$ cat src/bcpq_pkg.sv
// Shared constants, command codes and types for the bucket counting priority queue.
// Used by bcpq_pick, the top level and the checker; depends on nothing.
package bcpq_pkg;

    localparam int VALUE_W   = 4;
    localparam int NBUCKETS  = 1 << VALUE_W;
    localparam int ADDR_W    = $clog2(NBUCKETS);
    localparam int MAX_VALUE = 15;
    localparam int COUNT_W   = 32;
    localparam int TOTAL_W   = 32;
    localparam int CMD_W     = 2;

    typedef enum logic [CMD_W-1:0] {
        CMD_PUT   = 2'd0,
        CMD_GET   = 2'd1,
        CMD_CLEAR = 2'd2,
        CMD_NONE  = 2'd3
    } t_cmd;

    typedef struct packed {
        logic              found;
        logic [ADDR_W-1:0] idx;
    } t_pick;

    // buckets a get may hand out: 1 up to MAX_VALUE
    function automatic logic [NBUCKETS-1:0] pick_mask();
        logic [NBUCKETS-1:0] m;
        m = '0;
        for (int v = 0; v < NBUCKETS; v++) begin
            m[v] = (v >= 1) && (v <= MAX_VALUE);
        end
        return m;
    endfunction

    localparam logic [NBUCKETS-1:0] PICK_MASK = pick_mask();

endpackage

$ cat src/bcpq_ram.sv
// Generic single-port-write, single-port-read RAM with registered read data.
// Depends on nothing.
module bcpq_ram #(
    parameter int WIDTH = 32,
    parameter int DEPTH = 16
) (
    input  logic                     i_clk,
    input  logic                     i_we,
    input  logic [$clog2(DEPTH)-1:0] i_waddr,
    input  logic [WIDTH-1:0]         i_wdata,
    input  logic [$clog2(DEPTH)-1:0] i_raddr,
    output logic [WIDTH-1:0]         o_rdata
);

    logic [WIDTH-1:0] r_mem [DEPTH];

    always_ff @(posedge i_clk) begin
        if (i_we) begin
            r_mem[i_waddr] <= i_wdata;
        end
        o_rdata <= r_mem[i_raddr];
    end

endmodule

$ cat src/bcpq_pick.sv
// Lowest-set-bit search over the nonzero bucket map, limited to values 1..MAX_VALUE.
// Depends on bcpq_pkg.
module bcpq_pick (
    input  logic [bcpq_pkg::NBUCKETS-1:0] i_map,
    output bcpq_pkg::t_pick               o_pick
);
    import bcpq_pkg::*;

    logic [NBUCKETS-1:0] m;

    always_comb begin
        m = i_map & PICK_MASK;
        o_pick.found = 1'b0;
        o_pick.idx   = '0;
        for (int i = NBUCKETS - 1; i >= 0; i--) begin
            if (m[i]) begin
                o_pick.found = 1'b1;
                o_pick.idx   = ADDR_W'(i);
            end
        end
    end

endmodule

$ cat src/bucket_count_priority_queue.sv
// Top level of the bucket counting priority queue: counters in a RAM, total and map in flops.
// Depends on bcpq_pkg, bcpq_ram and bcpq_pick.
//
//   channel   handshake              payload
//   -------   --------------------   ------------------------------------------
//   request   start / busy           i_cmd, i_value
//   result    o_valid (1-cycle)      o_got_value, o_empty_res, o_overflow
//
// For each request the counter RAM is read at the transfer edge and
// written back at the end of the following cycle, during which busy is high.
// One result per request, on o_valid in the cycle after the busy cycle; no receiver stall.
// A new request is taken only once busy falls, after the RAM read-modify-write of the last one.
// Reset is synchronous; clear empties the queue at once through per-bucket valid bits.
module bucket_count_priority_queue (
    input  logic                        i_clk,
    input  logic                        i_rst_n,
    input  logic                        start,
    output logic                        busy,
    input  logic [bcpq_pkg::CMD_W-1:0]  i_cmd,
    input  logic [bcpq_pkg::VALUE_W-1:0] i_value,
    output logic                        o_valid,
    output logic [bcpq_pkg::VALUE_W-1:0] o_got_value,
    output logic                        o_empty_res,
    output logic                        o_overflow
);
    import bcpq_pkg::*;

    typedef enum logic {
        S_IDLE,
        S_EXEC
    } t_state;

    t_state              r_state;
    t_cmd                r_cmd;
    logic [ADDR_W-1:0]   r_addr;
    logic                r_in_range;
    logic                r_found;
    logic [NBUCKETS-1:0] r_valid;
    logic [NBUCKETS-1:0] r_map;
    logic [TOTAL_W-1:0]  r_total;

    t_pick               pick;
    logic                accept;
    logic [ADDR_W-1:0]   raddr;
    logic [COUNT_W-1:0]  rdata;
    logic [COUNT_W-1:0]  count;
    logic                put_ovf;
    logic                put_ok;
    logic                get_ok;
    logic                get_empty;
    logic                we;
    logic [COUNT_W-1:0]  wdata;

    bcpq_pick u_pick (
        .i_map  (r_map),
        .o_pick (pick)
    );

    assign accept = start && (r_state == S_IDLE);
    assign busy   = (r_state == S_EXEC);
    assign raddr  = (t_cmd'(i_cmd) == CMD_GET) ? pick.idx : i_value;

    bcpq_ram #(
        .WIDTH (COUNT_W),
        .DEPTH (NBUCKETS)
    ) u_ram (
        .i_clk   (i_clk),
        .i_we    (we),
        .i_waddr (r_addr),
        .i_wdata (wdata),
        .i_raddr (raddr),
        .o_rdata (rdata)
    );

    // map, total and valid bits only change in the exec cycle, so the pick made
    // at the transfer edge still holds when the counter comes back
    always_comb begin
        count     = r_valid[r_addr] ? rdata : '0;
        put_ovf   = (r_cmd == CMD_PUT) && r_in_range &&
                    ((count == '1) || (r_total == '1));
        put_ok    = (r_cmd == CMD_PUT) && r_in_range && !put_ovf;
        get_empty = (r_cmd == CMD_GET) && (r_total == '0);
        get_ok    = (r_cmd == CMD_GET) && !get_empty && r_found;
        we        = (r_state == S_EXEC) && (put_ok || get_ok);
        wdata     = put_ok ? count + COUNT_W'(1) : count - COUNT_W'(1);
    end

    always_ff @(posedge i_clk) begin
        if (!i_rst_n) begin
            r_state     <= S_IDLE;
            r_valid     <= '0;
            r_map       <= '0;
            r_total     <= '0;
            o_valid     <= 1'b0;
            o_got_value <= '0;
            o_empty_res <= 1'b0;
            o_overflow  <= 1'b0;
        end else begin
            o_valid <= 1'b0;
            case (r_state)
                S_IDLE: begin
                    if (accept) begin
                        r_state    <= S_EXEC;
                        r_cmd      <= t_cmd'(i_cmd);
                        r_addr     <= raddr;
                        r_in_range <= (32'(i_value) <= MAX_VALUE);
                        r_found    <= pick.found;
                    end
                end
                S_EXEC: begin
                    r_state     <= S_IDLE;
                    o_valid     <= 1'b1;
                    o_got_value <= get_ok ? r_addr : '0;
                    o_empty_res <= get_empty;
                    o_overflow  <= put_ovf;
                    if (put_ok) begin
                        r_valid[r_addr] <= 1'b1;
                        r_map[r_addr]   <= 1'b1;
                        r_total         <= r_total + TOTAL_W'(1);
                    end
                    if (get_ok) begin
                        r_total <= r_total - TOTAL_W'(1);
                        if (count == COUNT_W'(1)) begin
                            r_map[r_addr] <= 1'b0;
                        end
                    end
                    if (r_cmd == CMD_CLEAR) begin
                        r_valid <= '0;
                        r_map   <= '0;
                        r_total <= '0;
                    end
                end
                default: begin
                    r_state <= S_IDLE;
                end
            endcase
        end
    end

endmodule

$ cat config.mk
export PLATFORM = sky130hd
export DESIGN_NAME = bucket_count_priority_queue
export DESIGN_NICKNAME = d
export VERILOG_FILES = /design/src/bcpq_pkg.sv /design/src/bcpq_ram.sv /design/src/bcpq_pick.sv /design/src/bucket_count_priority_queue.sv
export SDC_FILE = /design/constraint.sdc
export NUM_CORES = 1
export LEC_CHECK = 0
export BUFFER_PORTS_ARGS = -buffer_cell sky130_fd_sc_hd__clkbuf_2
export CORE_MARGIN = 4
export CORE_UTILIZATION = 55
export CTS_BUF_LIST = sky130_fd_sc_hd__clkbuf_8
export DETAILED_ROUTE_END_ITERATION = 8
export PLACE_DENSITY = 0.83
export SYNTH_ARGS = -nofsm -noshare
export SYNTH_HDL_FRONTEND = slang
export SYNTH_SLANG_ARGS = --single-unit
$ cat constraint.sdc
create_clock -name i_clk -period 6.42 [get_ports i_clk]
set_input_delay 0.642 -clock i_clk [delete_from_list [all_inputs] [get_ports i_clk]]
set_output_delay 0.642 -clock i_clk [all_outputs]
set_load 0.03 [all_outputs]
==> reports/metrics.yaml, run 1 <==
htree_levels: 3
longest_clk_path_bufs: 3
cts_sinks: 622
placed_cells: 2754
crit_path_max_incr_delay_ns: 0.91
timing.hold.ws_ns: 0.1637
syn_area_per_cell_um2: 11.94
postSynthCellCount: 2218
clock_input_transition_at_the_sequential_cells_of_the_worst_setup_and_hold_paths_ns: 0.06
critPathCaptureType: "flip-flop"
final_cell_area_mm2: 0.02927
fmax_mhz: 175.7
final_net_count: 2281
groute.usage.overall_pct: 26.31
synth-seq-area-share_pct: 66.63
gp_routability_congestion: 0.9330
num_vias: 19050
grt_max_degree: 81
cts_resized: 0
cpLargestDelayFamily: "compound AO/OA/AOI/OAI gates"
final-instance-count-excl-fill: 2934
tritoncts: "built"
floorplan.initialDensity_pct: 55.59
top_level_ports: 17
crit_cells: 14
synthDistinctLibCells: 71
buffers_inserted_by_post_cts_timing_repair: 0
fin_total_pwr_mw: 8.596
grt_pass1_wl_um: 105200
insertion_delay_ns: 0.70
fin_ws_ns: 0.7283
layout_worst_path_cycle_share_pct: 88.66
wl_per_cell_um: 23.18
ys_async_sr_fraction_pct: 0
path_max_fanout: 20
die_footprint_mm2: 0.05173
layout-drive-gt1-share_pct: 10.22
die_height_um: 227.4
critical_path.slowest_cell: "sky130_fd_sc_hd__a32oi_1"
drc_errors: 0
placement.io_buffers: 16
dieWidth_um: 227.4
period_needed_ns: 5.692
clock_buffers_created_by_tritoncts: 96
start_kind: "flip-flop"
worst-r2r-setup-slack_ns: 0.73
cts_hold_buf: 0
grt_antenna_before_repair: 0
placed_area_mm2: 0.02732
globalRouteOverflowTotal: 0
worst_setup_path_startpoint: "r_addr[0]$_DFFE_PP_"
yosysWarningCount: 0
cp.buffers_inverters: 1
final_max_slew_viol_count: 0
slew_hr_pct: 10.22
power_density_mw_per_mm2: 293.7
clock_tree.root_cell: "sky130_fd_sc_hd__clkbuf_8"
drt-initial-drc-count: 2413
layout.core_utilization_pct: 61.43
vdd.ir_drop.worst_mv: 0.2528
postSynthNetCount: 2261
max_slew.worst_pin.slew_ns: 1.345
ys.flop_type: "sky130_fd_sc_hd__edfxtp_1"
rr_worst_depth: 14
floorplan.core_area_mm2: 0.04765
number_of_flops_mapped_to_enable_cells_by_yosys: 519
drv.max_cap_violation_count: 0
ant_diodes: 0
postRouteWirelength_um: 68010
timing.clock.skew_ns: 0.03275
post-synth-top-area-fraction_pct: 58.85
pre_cts_slack_ns: 0.8573
rsz0062_at_grt: "false"
required_ns: 6.74
drtAntennaViolNets: 0
syn_to_final_growth_pct: 10.52
first_pass_iters: 5
setup-tns-final_ns: 0
post_drt_via_cell_ratio: 6.493
timing.final.hold_violations: 0
hold_class: "input pin to flip-flop"
cp_data_arrival_time_ns: 6.01
synth_largest_area_cell: "sky130_fd_sc_hd__edfxtp_1"
crit_path_end: "u_ram.r_mem[3][30]$_DFFE_PP_"
synth_register_bits: 622
critPathKind: "flip-flop to flip-flop"
detailed_place_hpwl_um: 38790
grt_pass1_vias: 18468
rows: 80
list_of_cells_traversed_by_the_critical_path: "mux4_2, mux4_2, nand2_1, inv_1, ha_1, and3_1, nand4_1, or4_1, o21a_1, nand2_4, nor4_1, and3_1, o21ai_0, a32oi_1"
p_leak_nw: 10.13
syn_area_mm2: 0.02648
critical_path.reg2reg.startpoint: "r_addr[0]$_DFFE_PP_"
synth.top_cells.by_area: "sky130_fd_sc_hd__edfxtp_1 (59%), sky130_fd_sc_hd__dfxtp_1 (7.8%), sky130_fd_sc_hd__nand2_1 (5.3%), sky130_fd_sc_hd__a21oi_1 (3.6%), sky130_fd_sc_hd__a22o_1 (3.3%)"
timing.final.setup_violations: 0
outcome: "completed"
r2r_end: "u_ram.r_mem[3][30]$_DFFE_PP_"
[logic make-up after synthesis]
| group | after synthesis | share of synthesized area (%) |
|---|---|---|
| buffers and inverters | 164 | 2.386 |
| xor gates and xnor gates | 30 | 0.9921 |
| muxes | 9 | 0.5858 |
| and+or+nand+nor | 694 | 11.52 |
| DFF | 622 | 66.63 |
| adders and majority gates | 34 | 1.635 |
| AOI/OAI and AO/OA | 665 | 16.25 |
[synth_stat cells, types with 12 or more instances]
library cell / instances
sky130_fd_sc_hd__nor3_1: 23
sky130_fd_sc_hd__nor4_1: 15
sky130_fd_sc_hd__a22o_1: 101
sky130_fd_sc_hd__a21o_1: 19
sky130_fd_sc_hd__nor2b_1: 15
sky130_fd_sc_hd__clkbuf_1: 122
sky130_fd_sc_hd__inv_1: 23
sky130_fd_sc_hd__a221oi_1: 39
sky130_fd_sc_hd__nand2b_1: 12
sky130_fd_sc_hd__and3_1: 21
sky130_fd_sc_hd__o2111ai_1: 36
sky130_fd_sc_hd__nand4_1: 22
sky130_fd_sc_hd__a21oi_1: 193
sky130_fd_sc_hd__nand2_1: 377
sky130_fd_sc_hd__dfxtp_1: 103
sky130_fd_sc_hd__nand3_1: 41
sky130_fd_sc_hd__ha_1: 33
sky130_fd_sc_hd__o21ai_0: 176
sky130_fd_sc_hd__a31oi_1: 20
sky130_fd_sc_hd__edfxtp_1: 519
sky130_fd_sc_hd__xnor2_1: 20
sky130_fd_sc_hd__nor2_1: 126
[report_power, final]
part | internal, mW | leakage (nW) | total [mW] | switching [mW]
clock | 1.76 | 1.12 | 3.28 | 1.52
combinational | 0.230 | 3.52 | 0.729 | 0.499
sequential | 4.47 | 5.49 | 4.58 | 0.113
[worst min path at each step]
stage	end	slack [ns]	cells past startpoint	startpoint
2_1_floorplan	r_valid[10]$_SDFFE_PN0P_	0.43	2	r_valid[10]$_SDFFE_PN0P_
3_3_place_gp	r_valid[10]$_SDFFE_PN0P_	0.44	2	r_valid[10]$_SDFFE_PN0P_
3_5_place_dp	r_valid[14]$_SDFFE_PN0P_	0.47	2	r_valid[14]$_SDFFE_PN0P_
4_1_cts	r_cmd[1]$_DFFE_PP_	0.12	1	i_cmd[1]
5_1_grt	r_cmd[1]$_DFFE_PP_	0.14	1	i_cmd[1]
6_report	r_cmd[1]$_DFFE_PP_	0.16	1	i_cmd[1]
[final cells by class]
type | count | area [µm²]
fillers | 3516 | 18380
clock buffers | 112 | 1541
inverters | 23 | 88.84
flip-flops and latches | 622 | 17650
clock inverters | 67 | 401.6
repair buffers | 63 | 432.9
multi-input cells | 1432 | 8388
well taps | 615 | 769.5
[flip-flops by register name (all words and copies together) (netlist names), 2 cells and up]
name	cells
r_valid	16
u_ram.o_rdata	32
o_got_value	4
r_cmd	2
r_total	32
u_ram.r_mem	512
r_addr	4
r_map	15
[layer usage]
layer / routed length [µm] / part of all wire [%] / GRT usage (%) / vias up
li1: - / - / - / 8441
met1: 26890 / 40 / 36.80 / 9316
met2: 31590 / 46 / 40.59 / 1125
met3: 6938 / 10 / 5.738 / 168
met4: 2590 / 3.8 / 10.77 / 0
met5: 0 / 0 / 0 / -
[layout by cell type (no fill, tap or decap), types with 39 or more instances in the layout]
master	instances
sky130_fd_sc_hd__a21oi_1	193
sky130_fd_sc_hd__dfxtp_1	103
sky130_fd_sc_hd__nor2_1	106
sky130_fd_sc_hd__clkbuf_8	112
sky130_fd_sc_hd__o21ai_0	175
sky130_fd_sc_hd__edfxtp_1	519
sky130_fd_sc_hd__buf_4	47
sky130_fd_sc_hd__nand3_1	41
sky130_fd_sc_hd__nand2_1	376
sky130_fd_sc_hd__inv_1	56
sky130_fd_sc_hd__a221oi_1	39
sky130_fd_sc_hd__a22o_1	101
No activity file was read; power rests on OpenSTA's default activity.
==> inputs of run 2 (changes only) <==
ABC_AREA = 1   (was not set)
==> reports/metrics.yaml, run 2 <==
outcome: "completed"
buffers_inserted_by_post_cts_timing_repair: 0
num_vias: 23600
drc_errors: 0
post-synth-top-area-fraction_pct: 50.62
drv.max_cap_violation_count: 0
layout_worst_path_cycle_share_pct: 79.23
worst-r2r-setup-slack_ns: 1.33
clock_input_transition_at_the_sequential_cells_of_the_worst_setup_and_hold_paths_ns: 0.07
grt_max_degree: 145
yosysWarningCount: 0
tritoncts: "built"
postSynthNetCount: 3470
use_met2_pct: 41.03
wl_per_cell_um: 18.05
placement.io_buffers: 16
critPathCaptureType: "flip-flop"
top_level_ports: 17
min_delay_worst_endpoint: "r_cmd[1]$_DFFE_PP_"
postSynthCellCount: 3427
rsz0062_at_grt: "false"
cts_sinks: 622
worst_hold_path.num_cells: 1
power_density_mw_per_mm2: 259.8
most-common-layout-cells: "sky130_fd_sc_hd__nand2_1 (702), sky130_fd_sc_hd__nand3_1 (652), sky130_fd_sc_hd__inv_1 (617)"
p_leak_nw: 14.43
ys.flop_type: "sky130_fd_sc_hd__edfxtp_1"
hold_class: "input pin to flip-flop"
register_with_the_highest_flop_count: "u_ram.r_mem"
final_max_slew_viol_count: 0
fillers: 4520
cts_resized: 0
fmax_mhz: 196.6
floorplan.initialDensity_pct: 55.67
critPathKind: "flip-flop to flip-flop"
syn_to_final_growth_pct: 8.892
clock_tree.root_cell: "sky130_fd_sc_hd__clkbuf_8"
layout_top_registers: "u_ram.r_mem: 512 flops, r_total: 32 flops, u_ram.o_rdata: 32 flops"
ys_async_sr_fraction_pct: 0
globalRouteMet3Util_pct: 4.342
timing.final.hold_violations: 0
critical_path.reg2reg.startpoint: "r_addr[0]$_DFFE_PP_"
groute.usage.overall_pct: 25.19
synth_largest_area_cell: "sky130_fd_sc_hd__edfxtp_1"
synth-seq-area-share_pct: 57.31
period_needed_ns: 5.086
synth_register_bits: 622
clock_buffers_created_by_tritoncts: 96
number_of_flops_mapped_to_enable_cells_by_yosys: 519
die_height_um: 244.6
multiInputGateArea_mm2: 0.01032
rr_worst_depth: 21
final_common_cell: "sky130_fd_sc_hd__nand2_1"
rows: 86
required_ns: 6.70
max_slew.worst_pin.slew_ns: 1.384
die_footprint_mm2: 0.05983
syn_area_per_cell_um2: 8.984
synthDistinctLibCells: 48
detailed_place_hpwl_um: 44830
path_max_fanout: 55
gp_routability_congestion: 0.9704
final_net_count: 3461
timing.clock.skew_ns: 0.04260
slew_hr_pct: 7.437
grt_busiest_layer: "met2"
grt_pass1_wl_um: 120000
r2r_end: "u_ram.r_mem[6][4]$_DFFE_PP_"
postRouteWirelength_um: 76550
setup-tns-final_ns: 0
global_route.usage.met1_pct: 33.97
drtAntennaViolNets: 0
floorplan.core_area_mm2: 0.05531
cts_hold_buf: 0
dieWidth_um: 244.6
longest_clk_path_bufs: 3
htree_levels: 3
post_drt_via_cell_ratio: 5.565
first_pass_iters: 6
layout.core_utilization_pct: 60.62
cp_data_arrival_time_ns: 5.37
vdd.ir_drop.worst_mv: 0.2152
worst_setup_path_startpoint: "r_addr[0]$_DFFE_PP_"
drt-initial-drc-count: 2640
synth.top_cells.by_area: "sky130_fd_sc_hd__edfxtp_1 (51%), sky130_fd_sc_hd__nand3_1 (11%), sky130_fd_sc_hd__nand2_1 (8.6%), sky130_fd_sc_hd__inv_1 (7.3%), sky130_fd_sc_hd__dfxtp_1 (6.7%)"
start_kind: "flip-flop"
grt_pass1_vias: 22350
insertion_delay_ns: 0.71
netlist_top_cells_count: "sky130_fd_sc_hd__nand2_1 (705), sky130_fd_sc_hd__nand3_1 (652), sky130_fd_sc_hd__inv_1 (600), sky130_fd_sc_hd__edfxtp_1 (519), sky130_fd_sc_hd__nor2_1 (154)"
globalRouteOverflowTotal: 0
timing.final.setup_violations: 0
worstHoldStart: "i_cmd[1]"
largest_register_ffs: 512
synth_most_common_cell: "sky130_fd_sc_hd__nand2_1"
grt_antenna_before_repair: 1
layout-drive-gt1-share_pct: 7.417
syn_area_mm2: 0.03079
sequential_cell_area_mm2: 0.01765
-- run 2: changes by cell type after synthesis, moves of 28 or more --
cell                        change
sky130_fd_sc_hd__nand3_1      +611
sky130_fd_sc_hd__inv_1        +577
sky130_fd_sc_hd__nand2_1      +328
sky130_fd_sc_hd__nand3b_1     +131
sky130_fd_sc_hd__a21oi_1      -125
sky130_fd_sc_hd__o21ai_0      -118
sky130_fd_sc_hd__a22o_1       -101
sky130_fd_sc_hd__a221oi_1      -38
sky130_fd_sc_hd__o2111ai_1     -35
sky130_fd_sc_hd__xor2_1        +30
sky130_fd_sc_hd__nor2_1        +28
-- run 2: per-layer routing --
layer / part of all wire [%] / routed length [µm]
met1: 41 / 31750
met4: 2.7 / 2038
met2: 47 / 36010
met3: 8.8 / 6753
met5: 0 / 0
-- run 2: power breakdown --
group | leakage [nW] | switching, mW | internal, mW
clock network | 1.04 | 1.52 | 1.77
logic | 7.93 | 0.621 | 0.232
registers | 5.46 | 0.0604 | 4.50
total | 14.4 | 2.21 | 6.50
-- run 2: cell type report --
type	instances	share of cell area, %
clock inverter	65	1.306
sequential	622	52.63
multi-input combinational	2036	30.78
inverter	602	6.747
clock buffer	107	4.392
timing repair buffer	60	1.336
antenna	1	0.007464
tap	748	2.791
-- run 2: kinds of logic after synthesis --
family          synth area share [%]
simple gates                   27.19
buf+inv                        9.639
flops                          57.31
compound gates                 3.251
xor+xnor                       1.195
fa+ha+maj                      1.406
-- run 2: worst max-delay path by stage --
stage,endpoint,slack [ns]
4_1_cts,u_ram.r_mem[2][4]$_DFFE_PP_,1.61
5_1_grt,u_ram.r_mem[2][4]$_DFFE_PP_,0.98
3_5_place_dp,u_ram.r_mem[13][4]$_DFFE_PP_,1.65
6_report,u_ram.r_mem[6][4]$_DFFE_PP_,1.33
3_3_place_gp,u_ram.r_mem[14][11]$_DFFE_PP_,1.89
2_1_floorplan,u_ram.r_mem[9][0]$_DFFE_PP_,1.12
-- run 2: through the flow --
stage	hold slack (ns)	setup WS (ns)	cell area, µm²	cells	power (mW)
finish	0.1712	1.334	33530	4241	8.709
global route	0.1271	0.9818	33530	4241	9.034
global placement	0.4440	1.887	31610	4068	5.462
detailed placement	0.4462	1.651	31610	4068	5.480
floorplan	0.4303	1.115	30790	3427	5.225
CTS	0.1155	1.615	33520	4240	8.734
-- run 2: critical path, cell delays in order, from the launching register on --
cell and delay [ns]:
sky130_fd_sc_hd__edfxtp_1 0.70, sky130_fd_sc_hd__nand2_1 0.10, sky130_fd_sc_hd__o21ai_1 0.10, sky130_fd_sc_hd__nand2_1 0.06, sky130_fd_sc_hd__nand2_1 0.07, sky130_fd_sc_hd__nand2_1 0.06, sky130_fd_sc_hd__nand2_2 0.12, sky130_fd_sc_hd__nor2_8 0.11
sky130_fd_sc_hd__nor2_1 0.31, sky130_fd_sc_hd__ha_1 0.24, sky130_fd_sc_hd__nand2_1 0.06, sky130_fd_sc_hd__inv_1 0.06, sky130_fd_sc_hd__nand3_2 0.11, sky130_fd_sc_hd__nor2_4 0.20, sky130_fd_sc_hd__nand2_1 0.11, sky130_fd_sc_hd__nor2_2 0.15
sky130_fd_sc_hd__nand2_1 0.11, sky130_fd_sc_hd__nand3_2 0.09, sky130_fd_sc_hd__buf_4 0.51, sky130_fd_sc_hd__nand2_1 0.10, sky130_fd_sc_hd__o21ai_0 0.14, sky130_fd_sc_hd__xor2_1 1.09
